--- src/hdl/rtt_pkg.sv ---
`timescale 1ns / 1ps
`default_nettype none

package rtt_pkg;

    localparam int ATOM_W   = 8;
    localparam int CATION_W = 10;
    localparam int TIME_W   = 16;
    localparam int ERR_W    = 2;

    localparam logic [ERR_W-1:0] ERR_OK    = 2'd0;
    localparam logic [ERR_W-1:0] ERR_FULL  = 2'd1;
    localparam logic [ERR_W-1:0] ERR_ORDER = 2'd2;

    typedef struct packed {
        logic                func;
        logic [ATOM_W-1:0]   atom;
        logic                has_cation;
        logic [CATION_W-1:0] cation;
        logic                list_end;
    } item_t;

    typedef struct packed {
        logic              has_time;
        logic [TIME_W-1:0] residence_time;
        logic [ERR_W-1:0]  error;
        logic              last;
    } result_t;

    typedef enum logic [1:0] {
        CLS_ELEM,
        CLS_FLUSH,
        CLS_SKIP
    } cls_t;

    typedef struct packed {
        cls_t  cls;
        item_t item;
    } entry_t;

    typedef struct packed {
        logic pop;
        logic init_busy;
    } back_stat_t;

    typedef enum logic [3:0] {
        ST_INIT,
        ST_IDLE,
        ST_ATOM_RD,
        ST_ATOM_LD,
        ST_PREV_RD,
        ST_PREV_CHK,
        ST_LIST_RD,
        ST_LIST_CMP,
        ST_SRCH,
        ST_SCMP,
        ST_POST,
        ST_LE,
        ST_END,
        ST_FLUSH,
        ST_FLUSH_EM,
        ST_STATUS
    } state_t;

endpackage

`default_nettype wire

--- src/hdl/rtt_item_if.sv ---
`timescale 1ns / 1ps
`default_nettype none

interface rtt_item_if;
    logic            valid;
    logic            ready;
    rtt_pkg::item_t  data;

    modport source (output valid, output data, input ready);
    modport sink   (input valid, input data, output ready);
endinterface

`default_nettype wire

--- src/hdl/rtt_front.sv ---
`timescale 1ns / 1ps
`default_nettype none

module rtt_front #(
    parameter int NUM_ATOMS = 256
) (
    input  wire                 clk,
    input  wire                 rst_n,
    rtt_item_if.sink            item,
    input  rtt_pkg::back_stat_t stat,
    output logic                q_valid,
    output rtt_pkg::entry_t     q_entry
);

    rtt_pkg::entry_t fifo_reg [2];
    logic            wr_ptr_reg, wr_ptr_next;
    logic            rd_ptr_reg, rd_ptr_next;
    logic [1:0]      cnt_reg, cnt_next;
    rtt_pkg::entry_t new_entry;
    logic            push;
    logic            pop;

    always_comb
    begin
        new_entry.item = item.data;
        if (int'(item.data.atom) >= NUM_ATOMS)
            new_entry.cls = rtt_pkg::CLS_SKIP;
        else if (item.data.func)
            new_entry.cls = rtt_pkg::CLS_FLUSH;
        else
            new_entry.cls = rtt_pkg::CLS_ELEM;
    end

    assign item.ready = (cnt_reg != 2'd2) && !stat.init_busy;
    assign push       = item.valid && item.ready;
    assign pop        = stat.pop && (cnt_reg != 2'd0);
    assign q_valid    = (cnt_reg != 2'd0);
    assign q_entry    = fifo_reg[rd_ptr_reg];

    always_comb
    begin
        wr_ptr_next = push ? !wr_ptr_reg : wr_ptr_reg;
        rd_ptr_next = pop ? !rd_ptr_reg : rd_ptr_reg;
        cnt_next    = cnt_reg + 2'(push) - 2'(pop);
    end

    always_ff @(posedge clk)
    begin
        if (push)
            fifo_reg[wr_ptr_reg] <= new_entry;
    end

    always_ff @(posedge clk or negedge rst_n)
    begin
        if (!rst_n)
        begin
            wr_ptr_reg <= 1'b0;
            rd_ptr_reg <= 1'b0;
            cnt_reg    <= 2'd0;
        end
        else
        begin
            wr_ptr_reg <= wr_ptr_next;
            rd_ptr_reg <= rd_ptr_next;
            cnt_reg    <= cnt_next;
        end
    end

endmodule

`default_nettype wire

--- src/flat_wrapper.sv ---
// flat-port wrapper written by rule: the top's interface ports become plain ports
module rtt_front_flat 
#(
    parameter int NUM_ATOMS = 256
)
  (clk, rst_n, stat, q_valid, q_entry, item_valid, item_data, item_ready);
  rtt_item_if item_i ();
  input  wire clk;
  input  wire rst_n;
  input  rtt_pkg::back_stat_t stat;
  output logic q_valid;
  output rtt_pkg::entry_t q_entry;
  input wire logic [$bits(item_i.valid)-1:0] item_valid;
  input wire logic [$bits(item_i.data)-1:0] item_data;
  output wire logic [$bits(item_i.ready)-1:0] item_ready;
  assign item_i.valid = item_valid;
  assign item_i.data = item_data;
  assign item_ready = item_i.ready;
  rtt_front #(.NUM_ATOMS(NUM_ATOMS)) u_core (.clk(clk), .rst_n(rst_n), .item(item_i), .stat(stat), .q_valid(q_valid), .q_entry(q_entry));
endmodule
--- config.mk ---
export PLATFORM = sky130hd
export DESIGN_NAME = rtt_front_flat
export DESIGN_NICKNAME = d
export VERILOG_FILES = /design/src/hdl/rtt_pkg.sv /design/src/hdl/rtt_item_if.sv /design/src/hdl/rtt_front.sv /design/src/flat_wrapper.sv
export SDC_FILE = /design/constraint.sdc
export NUM_CORES = 1
export LEC_CHECK = 0
export BUFFER_PORTS_ARGS = -buffer_cell sky130_fd_sc_hd__buf_2
export CORE_MARGIN = 2
export CORE_UTILIZATION = 40
export DETAILED_ROUTE_END_ITERATION = 12
export PLACE_DENSITY = 0.67
export SETUP_SLACK_MARGIN = 0.4
export SLEW_MARGIN = 20
export SYNTH_ARGS = -nofsm -noshare
export SYNTH_HDL_FRONTEND = slang
export SYNTH_SLANG_ARGS = --single-unit
--- constraint.sdc ---
create_clock -name clk -period 1.7 [get_ports clk]
set_input_delay 0.17 -clock clk [delete_from_list [all_inputs] [get_ports clk]]
set_output_delay 0.17 -clock clk [all_outputs]
set_load 0.02 [all_outputs]
==> metrics.csv <==
stage,metric,value,unit
worst_setup_path,CP endpoint kind,flop,
synthesis,synthesized flop and latch total,46,
power_and_ir_drop,clock share of power,0.163,
place,DP Worst Slack,0.0896,ns
worst_setup_path,worst reg2reg startpoint,u_core.cnt_reg[1]$_DFF_PN0_,
cells_and_area,flip-flop count of the largest register after layout,42,
power_and_ir_drop,Sw Pwr,1.19,mW
power_and_ir_drop,VDD IR max,779,uV
sta,Setup Viol. Count Final,0,
sta,minimum clock period,1.59,ns
clock_network,clock buffer depth,2,
place,DPL Wire Length,1990,um
clock_network,CTS tree,yes,
global_routing,vias in the first global route,1024,
hold_path,hold endpoint,u_core.fifo_reg[1][20]$_DFFE_PP_,
worst_setup_path,CP cell instances,"or2_4, and2_4, ha_4, inv_2, ha_4, xnor2_2, xnor2_1",
global_routing,GR Util met2,0.228,
sta,fin worst setup slack,0.111,ns
worst_setup_path,Worst path max stage delay,0.39,ns
power_and_ir_drop,Gate power share,0.431,
cells_and_area,Final Cell Area,2460,um2
synthesis,Netlist Area Pre-Place,1750,um2
floorplan,Die Height,70.2,um
global_routing,overflow left after global routing,0,
routing,DR DRC count,0,
hold_path,Min-Delay Path Class,in2reg,
worst_setup_path,worst reg2reg setup slack,0.11,ns
routing,Post-DRT Antenna Nets,0,
floorplan,Die Area,4920,um2
worst_setup_path,"Arr. time, crit path",1.77,ns
routing,vias,990,
sta,unrepaired setup endpoints after global routing,yes,
worst_setup_path,R2R Path End,u_core.cnt_reg[1]$_DFF_PN0_,
global_routing,routing usage on met3,0.0534,
cells_and_area,final core utilization,0.573,
worst_setup_path,crit-path most repeated cell,ha_4,
synthesis,Unique masters post-synth,17,
clock_network,H-tree depth,2,
global_routing,gr usage total,0.131,
place,IO buf count,49,
global_routing,initial antenna violation count,0,
worst_setup_path,Critical Path RT,1.88,ns
synthesis,Post-Syn Instances,89,
power_and_ir_drop,Sequential Power Share,0.406,
global_routing,GRT busiest layer,met2,
sta,Max Fclk,0.629,GHz
floorplan,Die Width,70.2,um
hold_path,Hold Path Origin,item_data[20],
sta,TNS Setup,0,ns
clock_network,register clock-pin slew on the reported worst setup and hold paths,0.08,ns
routing,Routed WL per cell,14.3,um
clock_network,CTS Sinks,46,
routing,Post-Route WL,3020,um
flow_run,max cap viols,0,
synthesis,Avg Inst Size Synth,19.7,um2
worst_setup_path,Critical Path Slowest Stage Cell,dfrtp_1,
worst_setup_path,Reg2Reg Depth,7,
routing,via/cell ratio,4.69,
place,placed insts,190,
sta,Fin. Hold Viols,0,
cells_and_area,layout cells sized above 1,0.572,
synthesis,Syn Nets,117,
power_and_ir_drop,cell internal pwr,2.53,mW
global_routing,first-pass GRT wire length,4790,um
power_and_ir_drop,leak pwr,0.984,nW
floorplan,area of the core,4290,um2
power_and_ir_drop,PnR Total Power,3.72,mW
clock_network,later-pin clock latency in the skew report,0.29,ns
power_and_ir_drop,Switching Share,0.320,
cells_and_area,Area Growth Syn to Fin,40.5,%
place,routability cong.,0.703,
worst_setup_path,Crit Path Max Fanout,2,
clock_network,Num CTS Buffers,5,
worst_setup_path,crit start category,flop,
cells_and_area,fin cells,211,
sta,Layout Skew,0.00320,ns
clock_network,CTS root buffer,clkbuf_8,
floorplan,Rows,24,
cells_and_area,number of antenna diodes,0,
floorplan,Initial Util,0.408,
sta,period utilization,0.935,
routing,drt pass-1 iters,4,
global_routing,largest net degree at the start of global routing,14,
hold_path,hold depth,1,
cells_and_area,fin nets,187,
synthesis,yosys warns,0,
power_and_ir_drop,P per Cell Area,1510,nW/um2
outcome,status,"finished, final reports clean",
sta,Max Slew Vio Count,0,
sta,Final Hold Slack,0.0618,ns
routing,1st-iter DRT viols,54,
worst_setup_path,crit path kind,reg2reg,
global_routing,met1 global-route usage,0.149,
cells_and_area,# fillers,365,
floorplan,I/O pins,51,
synthesis,sequential area share after synthesis,0.777,
place,DP Area,2130,um2
[synth_stat cells]
cell / instances / area, um2
xor2_1: 1 / 8.76
a21oi_1: 1 / 5.00
conb_1: 1 / 3.75
and3_1: 1 / 6.26
mux2_1: 21 / 236
buf_4: 4 / 30.0
nor2b_1: 1 / 6.26
xnor2_1: 3 / 26.3
nand2b_1: 1 / 6.26
inv_1: 3 / 11.3
edfxtp_1: 42 / 1260
or2_4: 1 / 8.76
dfrtp_1: 4 / 100
nand2_1: 1 / 3.75
nor2_1: 1 / 3.75
and2_4: 1 / 8.76
ha_1: 2 / 25.0
[logic make-up (layout without fill, tap and decap cells)]
family | Yosys count | after routing | synth area share
xor+xnor | 4 | 4 | 0.0200
mux | 21 | 21 | 0.135
simple gates | 7 | 7 | 0.0250
compound gates | 1 | 1 | 0.00285
other cells | 1 | 1 | 0.00214
buf+inv | 7 | 77 | 0.0236
flops | 46 | 46 | 0.777
fa+ha+maj | 2 | 2 | 0.0143
[power by group through the flow]
| stage | Sequential [mW] | Combinational, mW | Clock, mW |
|---|---|---|---|
| finish | 1.51 | 1.60 | 0.605 |
| global route | 1.52 | 1.73 | 0.675 |
| CTS | 1.49 | 1.39 | 0.630 |
| detailed placement | 1.52 | 1.22 | 0 |
| global placement | 1.51 | 1.19 | 0 |
| floorplan | 1.51 | 0.858 | 0 |
[routing by layer]
| metal | up-vias | share of wire |
|---|---|---|
| li1 | 469 | - |
| met1 | 471 | 0.40 |
| met2 | 42 | 0.51 |
| met3 | 8 | 0.068 |
| met4 | 0 | 0.020 |
| met5 | - | 0 |
[timing repair]
action                     4_1_cts  5_1_grt
gates cloned                     1        1
setup buffers                    9        2
pin swaps                        5        1
hold buffers                     1        0
setup endpoints to repair       51       62
hold endpoints to repair         4        0
resized for setup                6       31
[critical path: cells and delay by family, from the launching register on]
family        cells  cell delay (ns)
xor+xnor          2             0.26
fa+ha+maj         2             0.40
buf+inv           1             0.04
flops             1             0.39
simple gates      2             0.40
[placed cells by master, fill, tap and decap left out, drive strengths merged]
cell type,instances
nand2,1
nand2b,1
mux2,21
and2,1
nor2,1
edfxtp,42
clkinv,2
buf,66
a21oi,1
nor2b,1
or2,1
clkbuf,5
and3,1
xnor2,3
conb,1
ha,2
dlygate4sd3,1
xor2,1
dfrtp,4
inv,3
[worst max path at each step]
stage | startpoint | endpoint | slack [ns]
6_report | u_core.cnt_reg[1]$_DFF_PN0_ | u_core.cnt_reg[1]$_DFF_PN0_ | 0.11
5_1_grt | u_core.cnt_reg[1]$_DFF_PN0_ | u_core.cnt_reg[1]$_DFF_PN0_ | 0.07
4_1_cts | u_core.cnt_reg[1]$_DFF_PN0_ | u_core.cnt_reg[1]$_DFF_PN0_ | 0.12
3_5_place_dp | u_core.cnt_reg[1]$_DFF_PN0_ | u_core.cnt_reg[1]$_DFF_PN0_ | 0.09
3_3_place_gp | u_core.cnt_reg[1]$_DFF_PN0_ | u_core.cnt_reg[1]$_DFF_PN0_ | 0.12
2_1_floorplan | u_core.cnt_reg[1]$_DFF_PN0_ | u_core.cnt_reg[1]$_DFF_PN0_ | 0.09
[cell type report]
class / instances / area (um2) / share of cell area
clock inverter: 2 / 10.0 / 0.00407
multi-input combinational: 36 / 435 / 0.177
clock buffer: 5 / 68.8 / 0.0280
tap: 52 / 65.1 / 0.0264
sequential: 46 / 1360 / 0.554
timing repair buffer: 67 / 508 / 0.206
inverter: 3 / 11.3 / 0.00458
No activity file was read; power rests on OpenSTA's default activity.
